## src/rtl/core/hrt_pkg.sv

```systemverilog
// ----------------------------------------------------------------------------
// hrt_pkg
// Types, codes and constants of the screen hit region table.
// ----------------------------------------------------------------------------
`timescale 1ns / 1ps
`default_nettype none

package hrt_pkg;

  localparam int MAX_REGIONS_DEF = 64;
  localparam logic [11:0] COL_MAX = 12'hFFF;

  typedef enum logic [1:0] {
    ACT_ADD   = 2'd0,
    ACT_FIND  = 2'd1,
    ACT_SHIFT = 2'd2,
    ACT_NONE  = 2'd3
  } action_e;

  typedef enum logic [2:0] {
    ST_ADDED   = 3'd0,
    ST_DUP     = 3'd1,
    ST_FULL    = 3'd2,
    ST_HIT     = 3'd3,
    ST_MISS    = 3'd4,
    ST_SHIFTED = 3'd5
  } status_e;

  typedef enum logic [1:0] {
    S_IDLE,
    S_SCAN,
    S_DONE
  } seq_state_e;

  typedef struct packed {
    action_e     action;
    logic [15:0] owner_id;
    logic [11:0] column;
    logic [9:0]  row;
    logic [11:0] span;
    logic [11:0] shift_amount;
  } in_item_t;

  typedef struct packed {
    status_e     status;
    logic [15:0] hit_owner;
    logic [11:0] hit_column;
    logic [11:0] hit_span;
    logic [5:0]  hit_slot;
  } out_item_t;

  typedef struct packed {
    logic [15:0] owner;
    logic [11:0] column;
    logic [9:0]  row;
    logic [11:0] span;
  } entry_t;

  function automatic out_item_t make_result(status_e st);
    out_item_t r;
    r            = '0;
    r.status     = st;
    return r;
  endfunction

endpackage

`default_nettype wire

```

## src/rtl/core/hrt_mem.sv

```systemverilog
// ----------------------------------------------------------------------------
// hrt_mem
// Region entry store: one write port, one read port, registered read data.
// ----------------------------------------------------------------------------
`timescale 1ns / 1ps
`default_nettype none

module hrt_mem
  import hrt_pkg::*;
#(
  parameter int MAX_REGIONS = MAX_REGIONS_DEF,
  localparam int IDX_W = (MAX_REGIONS > 1) ? $clog2(MAX_REGIONS) : 1
) (
  input  wire logic             clk,
  input  wire logic             rd_en,
  input  wire logic [IDX_W-1:0] rd_addr,
  output entry_t                rd_data,
  input  wire logic             wr_en,
  input  wire logic [IDX_W-1:0] wr_addr,
  input  wire entry_t           wr_data
);

  entry_t mem [MAX_REGIONS];
  entry_t rd_data_r;

  always_ff @(posedge clk) begin
    if (wr_en) begin
      mem[wr_addr] <= wr_data;
    end
  end

  always_ff @(posedge clk) begin
    if (rd_en) begin
      rd_data_r <= mem[rd_addr];
    end
  end

  assign rd_data = rd_data_r;

endmodule

`default_nettype wire

```

## src/rtl/core/hrt_seq.sv

```systemverilog
// ----------------------------------------------------------------------------
// hrt_seq
// Walks the entry store for add, find and shift; read, compare, write back.
// ----------------------------------------------------------------------------
`timescale 1ns / 1ps
`default_nettype none

module hrt_seq
  import hrt_pkg::*;
#(
  parameter int MAX_REGIONS = MAX_REGIONS_DEF,
  localparam int IDX_W = (MAX_REGIONS > 1) ? $clog2(MAX_REGIONS) : 1,
  localparam int CNT_W = $clog2(MAX_REGIONS + 1)
) (
  input  wire logic             clk,
  input  wire logic             rst_n,
  input  wire logic             in_valid,
  output logic                  in_ready,
  input  wire in_item_t         in_data,
  output logic                  res_valid,
  input  wire logic             res_take,
  output out_item_t             res_data,
  output logic                  mem_rd_en,
  output logic [IDX_W-1:0]      mem_rd_addr,
  input  wire entry_t           mem_rd_data,
  output logic                  mem_wr_en,
  output logic [IDX_W-1:0]      mem_wr_addr,
  output entry_t                mem_wr_data
);

  localparam logic [CNT_W-1:0] CNT_FULL = CNT_W'(MAX_REGIONS);

  seq_state_e       state_r, state_nxt;
  in_item_t         op_r, op_nxt;
  logic [CNT_W-1:0] rd_idx_r, rd_idx_nxt;
  logic [IDX_W-1:0] chk_idx_r, chk_idx_nxt;
  logic             vld_r, vld_nxt;
  logic [CNT_W-1:0] count_r, count_nxt;
  out_item_t        res_r, res_nxt;

  logic [12:0]      span_end;
  logic [12:0]      moved;
  logic             hit;

  assign span_end = {1'b0, mem_rd_data.column} + {1'b0, mem_rd_data.span};
  assign moved    = {1'b0, mem_rd_data.column} + {1'b0, op_r.shift_amount};
  assign hit      = (mem_rd_data.row == op_r.row) &&
                    (op_r.column >= mem_rd_data.column) &&
                    ({1'b0, op_r.column} < span_end);

  always_ff @(posedge clk) begin
    if (!rst_n) begin
      state_r <= S_IDLE;
      count_r <= '0;
      vld_r   <= 1'b0;
    end else begin
      state_r <= state_nxt;
      count_r <= count_nxt;
      vld_r   <= vld_nxt;
    end
  end

  always_ff @(posedge clk) begin
    op_r      <= op_nxt;
    rd_idx_r  <= rd_idx_nxt;
    chk_idx_r <= chk_idx_nxt;
    res_r     <= res_nxt;
  end

  always_comb begin
    state_nxt   = state_r;
    op_nxt      = op_r;
    rd_idx_nxt  = rd_idx_r;
    chk_idx_nxt = chk_idx_r;
    vld_nxt     = vld_r;
    count_nxt   = count_r;
    res_nxt     = res_r;
    in_ready    = (state_r == S_IDLE);
    res_valid   = 1'b0;
    mem_rd_en   = 1'b0;
    mem_rd_addr = rd_idx_r[IDX_W-1:0];
    mem_wr_en   = 1'b0;
    mem_wr_addr = chk_idx_r;
    mem_wr_data = mem_rd_data;

    unique case (state_r)
      S_IDLE: begin
        if (in_valid) begin
          op_nxt     = in_data;
          rd_idx_nxt = '0;
          vld_nxt    = 1'b0;
          if (in_data.action == ACT_NONE) begin
            res_nxt   = make_result(ST_MISS);
            state_nxt = S_DONE;
          end else begin
            state_nxt = S_SCAN;
          end
        end
      end

      S_SCAN: begin
        vld_nxt = 1'b0;
        if (rd_idx_r < count_r) begin
          mem_rd_en   = 1'b1;
          rd_idx_nxt  = rd_idx_r + 1'b1;
          chk_idx_nxt = rd_idx_r[IDX_W-1:0];
          vld_nxt     = 1'b1;
        end

        if (vld_r) begin
          unique case (op_r.action)
            ACT_ADD: begin
              if (mem_rd_data.owner == op_r.owner_id) begin
                res_nxt   = make_result(ST_DUP);
                state_nxt = S_DONE;
              end
            end
            ACT_FIND: begin
              if (hit) begin
                res_nxt            = make_result(ST_HIT);
                res_nxt.hit_owner  = mem_rd_data.owner;
                res_nxt.hit_column = mem_rd_data.column;
                res_nxt.hit_span   = mem_rd_data.span;
                res_nxt.hit_slot   = 6'(chk_idx_r);
                state_nxt          = S_DONE;
              end
            end
            ACT_SHIFT: begin
              if ((mem_rd_data.row == op_r.row) &&
                  (mem_rd_data.column > op_r.column)) begin
                mem_wr_en          = 1'b1;
                mem_wr_data.column = moved[12] ? COL_MAX : moved[11:0];
              end
            end
            default: ;
          endcase
        end else if (rd_idx_r == count_r) begin
          state_nxt = S_DONE;
          unique case (op_r.action)
            ACT_ADD: begin
              if (count_r == CNT_FULL) begin
                res_nxt = make_result(ST_FULL);
              end else begin
                mem_wr_en          = 1'b1;
                mem_wr_addr        = count_r[IDX_W-1:0];
                mem_wr_data.owner  = op_r.owner_id;
                mem_wr_data.column = op_r.column;
                mem_wr_data.row    = op_r.row;
                mem_wr_data.span   = op_r.span;
                count_nxt          = count_r + 1'b1;
                res_nxt            = make_result(ST_ADDED);
              end
            end
            ACT_SHIFT: res_nxt = make_result(ST_SHIFTED);
            default:   res_nxt = make_result(ST_MISS);
          endcase
        end
      end

      S_DONE: begin
        res_valid = 1'b1;
        if (res_take) begin
          state_nxt = S_IDLE;
        end
      end

      default: state_nxt = S_IDLE;
    endcase
  end

  assign res_data = res_r;

endmodule

`default_nettype wire

```

## src/rtl/core/hit_region_table.sv

```systemverilog
// ----------------------------------------------------------------------------
// hit_region_table
// Screen region table: add, point lookup and row shift over stored regions.
//
//   channel | dir | beat
//   in_     | in  | in_item_t  (action, owner, column, row, span, shift)
//   out_    | out | out_item_t (status, hit owner/column/span/slot)
//
// One item at a time. An add, find or shift walks the stored regions through
// the single read port, one entry per cycle; find stops at the first hit and
// add at the first entry with the same owner. An unused action returns a miss
// without a walk.
// Shift writes back while the next entry reads.
// Reset empties the table at once; entries are undefined until written.
// The result waits in the output register; a stalled out_ stops the next item.
// ----------------------------------------------------------------------------
`timescale 1ns / 1ps
`default_nettype none

module hit_region_table
  import hrt_pkg::*;
#(
  parameter int MAX_REGIONS = MAX_REGIONS_DEF
) (
  input  wire logic     clk,
  input  wire logic     rst_n,
  input  wire logic     in_valid,
  output logic          in_ready,
  input  wire in_item_t in_data,
  output logic          out_valid,
  input  wire logic     out_ready,
  output out_item_t     out_data
);

  localparam int IDX_W = (MAX_REGIONS > 1) ? $clog2(MAX_REGIONS) : 1;

  logic             res_valid;
  logic             res_take;
  out_item_t        res_data;
  logic             mem_rd_en;
  logic [IDX_W-1:0] mem_rd_addr;
  entry_t           mem_rd_data;
  logic             mem_wr_en;
  logic [IDX_W-1:0] mem_wr_addr;
  entry_t           mem_wr_data;

  logic             out_valid_r;
  out_item_t        out_data_r;

  hrt_seq #(
    .MAX_REGIONS(MAX_REGIONS)
  ) u_seq (
    .clk        (clk),
    .rst_n      (rst_n),
    .in_valid   (in_valid),
    .in_ready   (in_ready),
    .in_data    (in_data),
    .res_valid  (res_valid),
    .res_take   (res_take),
    .res_data   (res_data),
    .mem_rd_en  (mem_rd_en),
    .mem_rd_addr(mem_rd_addr),
    .mem_rd_data(mem_rd_data),
    .mem_wr_en  (mem_wr_en),
    .mem_wr_addr(mem_wr_addr),
    .mem_wr_data(mem_wr_data)
  );

  hrt_mem #(
    .MAX_REGIONS(MAX_REGIONS)
  ) u_mem (
    .clk    (clk),
    .rd_en  (mem_rd_en),
    .rd_addr(mem_rd_addr),
    .rd_data(mem_rd_data),
    .wr_en  (mem_wr_en),
    .wr_addr(mem_wr_addr),
    .wr_data(mem_wr_data)
  );

  assign res_take = res_valid && (!out_valid_r || out_ready);

  always_ff @(posedge clk) begin
    if (!rst_n) begin
      out_valid_r <= 1'b0;
    end else if (res_take) begin
      out_valid_r <= 1'b1;
    end else if (out_ready) begin
      out_valid_r <= 1'b0;
    end
  end

  always_ff @(posedge clk) begin
    if (res_take) begin
      out_data_r <= res_data;
    end
  end

  assign out_valid = out_valid_r;
  assign out_data  = out_data_r;

endmodule

`default_nettype wire

```

## config.mk

```make
export PLATFORM = sky130hd
export DESIGN_NAME = hit_region_table
export DESIGN_NICKNAME = d
export VERILOG_FILES = /design/src/rtl/core/hrt_pkg.sv /design/src/rtl/core/hrt_mem.sv /design/src/rtl/core/hrt_seq.sv /design/src/rtl/core/hit_region_table.sv
export SDC_FILE = /design/constraint.sdc
export NUM_CORES = 2
export LEC_CHECK = 0
export ABC_AREA = 1
export BUFFER_PORTS_ARGS = -buffer_cell sky130_fd_sc_hd__clkbuf_2
export CORE_ASPECT_RATIO = 1.2
export CORE_MARGIN = 2
export CORE_UTILIZATION = 59
export CTS_BUF_LIST = sky130_fd_sc_hd__clkbuf_8
export DETAILED_ROUTE_END_ITERATION = 8
export HOLD_SLACK_MARGIN = 0.12
export PLACE_DENSITY = 0.78
export SLEW_MARGIN = 20
export SYNTH_ARGS = -nofsm -noshare
export SYNTH_HDL_FRONTEND = slang
export SYNTH_SLANG_ARGS = --single-unit
```

## constraint.sdc

```tcl
create_clock -name clk -period 6.05 [get_ports clk]
set_clock_uncertainty 0.15 [all_clocks]
set_input_delay 0.605 -clock clk [delete_from_list [all_inputs] [get_ports clk]]
set_output_delay 0.605 -clock clk [all_outputs]
set_load 0.005 [all_outputs]
```

==> flow_summary.yaml <==
outcome:
  status: "complete, no violations"
route:
  totalWireLength_um: 398000
  dr.pass1.iters: 8
  vias_per_cell: 6.72
  drc_errors: 0
  first_iter_violations: 15316
  wl_per_cell_um: 29.2
  vias: 91751
  postRouteAntennaNets: 0
floorplanning:
  ios: 119
  start_util_pct: 59.2
  die_w_um: 440
  core_area_mm2: 0.227
  die_h_um: 528
  fp.dieArea_mm2: 0.232
  rows: 192
clock_network:
  htreeDepth: 6
  cts_resized: 0
  path_clk_slew_ps: 60
  cts_setup_buffers: 0
  cts.path.max_buffers: 4
  cts_buffers: 522
  clkLatencyLatePin_ps: 1060
  cts_hold_buffers: 94
  cts_num_sinks: 3436
  clockRootBuffer: "clkbuf_8"
  cts_tree: "done"
pwr:
  p_clk_share_pct: 24.3
  power_uw: 71000
  p_comb_share_pct: 34.2
  powerDensity_mw_per_mm2: 473
  vdd_drop_max_mv: 0.551
  seqPwrFrac_pct: 41.5
  p_leak_uw: 0.0486
  internal_power_uw: 43500
  p_sw_share_pct: 38.8
  p_switching_uw: 27600
timing:
  timing.fmax_mhz: 183
  worstMarginPinSlew_ps: 1260
  drv_slew: 0
  slew_headroom_pct: 15.7
  tns_ps: 0
  layout_setup_ws_ps: 600
  hold_slack_ps: 175
  hold_viol: 0
  min_period_over_period_pct: 90.1
  setup_viol: 0
  period_needed_ps: 5450
  rsz0062_at_grt: "false"
critical_path:
  worstReg2RegEnd: "u_mem.mem[25][20]$_DFFE_PP_"
  path_cells: "inv_8 -> ha_1 -> nand4_1 -> nor2_1 -> inv_1 -> nor2_4 -> nand2_4 -> inv_4 -> nand2_1 -> o21ai_2 -> inv_2 -> nor2_2 -> nand2_1 -> nor2_4 -> buf_12"
  critPathMaxFanout: 64
  endpoint_kind: "flip-flop"
  cp_data_arrival_time_ps: 5960
  crit_path_max_incr_delay_ps: 690
  timing.rr.start: "u_seq.rd_idx_r[0]$_SDFFCE_PN0P_"
  critical_path_required_ps: 6560
  path_class: "reg -> reg"
  r2r_cells: 15
  crit_slowest_cell: "nor2_4"
  start_kind: "flip-flop"
  rrSetupSlack_ps: 600
yosys:
  ys_top_cells_by_count: "edfxtp_1, nor2_1, o21ai_0, nand2_1, clkbuf_1"
  yosysWarnings: 0
  synth_edf_count: 3425
  synth_top_area_cell: "edfxtp_1"
  ys_seq_area_share_pct: 76.5
  syn_inst: 9973
  ys_seq_elements: 3436
  netlist_top_cells_area: "edfxtp_1, o21ai_0, nor2_1"
  yosysMostFrequentCell: "edfxtp_1"
  syn_area_mm2: 0.135
  syn_nets: 10100
  synth_flop_cell: "edfxtp_1"
  yosys.area.top_type_share_pct: 76.3
  avgSynthCellArea_um2: 13.5
  yosysUniqueCellTypes: 46
  ys_async_sr_fraction_pct: 0
finish:
  synthToLayoutAreaGrowth_pct: 11.4
  layout.nets: 10416
  final_cells: 13645
  drive_gt1_share_pct: 10.9
grt:
  grt_max_degree: 197
  grt_pass1_wl_um: 576000
  antenna_found_initial: 11
  grt-ovfl-total: 0
  grt.total_usage_pct: 33.7
  grt_pass1_vias: 89072
placement:
  place_congestion: 0.925
  io_buffers: 118
  dp_slack_ps: 872
  post-dp-hpwl_um: 220000
  dp.cells: 12676
worst_hold_path:
  hp-start: "in_data[55]"
  hold_depth: 2
  hold_path_end: "u_seq.op_r[55]$_DFFE_PP_"
  hold_class: "in -> reg"
flow_run:
  maxCapViolCount: 0
[state kept, by name, summed over array words and instances, names as in the netlist]
| register | flops |
|---|---|
| u_seq.op_r | 64 |
| u_seq.chk_idx_r | 6 |
| u_seq.res_data | 49 |
| u_mem.rd_data | 50 |
| u_mem.mem | 3200 |
| out_data | 49 |
| u_seq.count_r | 7 |
| u_seq.rd_idx_r | 7 |
| u_seq.vld_r | 1 |
| u_seq.state_r | 2 |
| out_valid | 1 |
[layer usage]
metal	vias up	part of all wire [%]	track usage, %
met4	8	8.2	24.1
met3	1559	13	6.68
met5	-	0.015	0
met1	44604	33	42.8
met2	7431	46	52.1
li1	38149	-	-
[worst max-delay path: cells and delay by family, from the launching register on]
family / cells / cell delay [ps]
buf+inv: 5 / 1250
flops: 1 / 620
fa+ha+maj: 1 / 370
simple gates: 8 / 2400
compound gates: 1 / 210
[kinds of logic after synthesis]
| logic type | after synthesis | synth area share [%] |
|---|---|---|
| AO/OA/AOI/OAI | 2753 | 11.8 |
| XOR/XNOR | 38 | 0.247 |
| adder cells (fa/ha/maj) | 59 | 0.559 |
| buffers and inverters | 840 | 2.50 |
| flip-flops | 3436 | 76.5 |
| AND/OR/NAND/NOR | 2847 | 8.45 |
[worst max-delay path by stage]
stage	startpoint	endpoint	slack [ps]	cells after the start
2_1_floorplan	u_seq.rd_idx_r[0]$_SDFFCE_PN0P_	u_mem.mem[0][12]$_DFFE_PP_	340	15
3_3_place_gp	u_seq.rd_idx_r[0]$_SDFFCE_PN0P_	u_mem.mem[21][31]$_DFFE_PP_	880	15
3_5_place_dp	u_seq.rd_idx_r[0]$_SDFFCE_PN0P_	u_mem.mem[25][15]$_DFFE_PP_	870	15
4_1_cts	u_seq.rd_idx_r[0]$_SDFFCE_PN0P_	u_mem.mem[25][19]$_DFFE_PP_	870	15
5_1_grt	u_seq.rd_idx_r[0]$_SDFFCE_PN0P_	u_mem.mem[25][44]$_DFFE_PP_	580	15
6_report	u_seq.rd_idx_r[0]$_SDFFCE_PN0P_	u_mem.mem[25][20]$_DFFE_PP_	600	15
[through the flow]
step                      util (%)  instance area [um^2]
after global routing          66.0                150000
after CTS                     66.0                150000
after detailed placement      61.6                140000
final                         66.0                150000
after global placement        61.6                140000
after floorplan                  -                135000
[cell usage in the layout, fill, tap and decap left out, types with 7 or more instances in the layout]
master | synthesis | routed
buf_12 | 0 | 57
dfxtp_1 | 11 | 11
o211ai_1 | 95 | 95
a21oi_1 | 174 | 162
nand2_1 | 583 | 576
inv_1 | 133 | 277
inv_2 | 13 | 11
clkinv_1 | 2 | 108
nor2_1 | 1806 | 1738
nand4_1 | 43 | 43
o21ai_0 | 1653 | 1624
xnor2_1 | 7 | 7
bufinv_16 | 0 | 8
clkbuf_2 | 0 | 118
nand3_1 | 388 | 387
dlygate4sd3_1 | 0 | 94
clkinvlp_4 | 0 | 23
edfxtp_1 | 3425 | 3425
o22ai_1 | 506 | 506
nor2_4 | 1 | 69
ha_1 | 57 | 57
o21ai_4 | 1 | 30
xor2_1 | 31 | 31
clkinv_2 | 0 | 28
inv_8 | 0 | 9
o221ai_1 | 306 | 306
buf_4 | 7 | 212
a21oi_4 | 0 | 12
clkbuf_8 | 0 | 534
nand2_2 | 3 | 10
inv_6 | 0 | 13
[layout make-up]
class | instances | area (um^2)
clock buffers | 534 | 7350
repair buffers | 484 | 4350
fillers | 14941 | 77300
diodes | 6 | 15.0
flip-flops and latches | 3436 | 103000
clock inverters | 333 | 1710
well taps | 3007 | 3760
inverters | 148 | 601
multi-input cells | 5697 | 29300
[power groups by stage]
stage          combinational [uW]  sequential (uW)  clock (uW)
2_1_floorplan               14000            30000           0
3_3_place_gp                22600            29900           0
3_5_place_dp                23400            29900           0
5_1_grt                     25600            29500       18300
6_report                    24300            29500       17300
4_1_cts                     23600            29400       17300
Power figures use the tool's default switching activity.
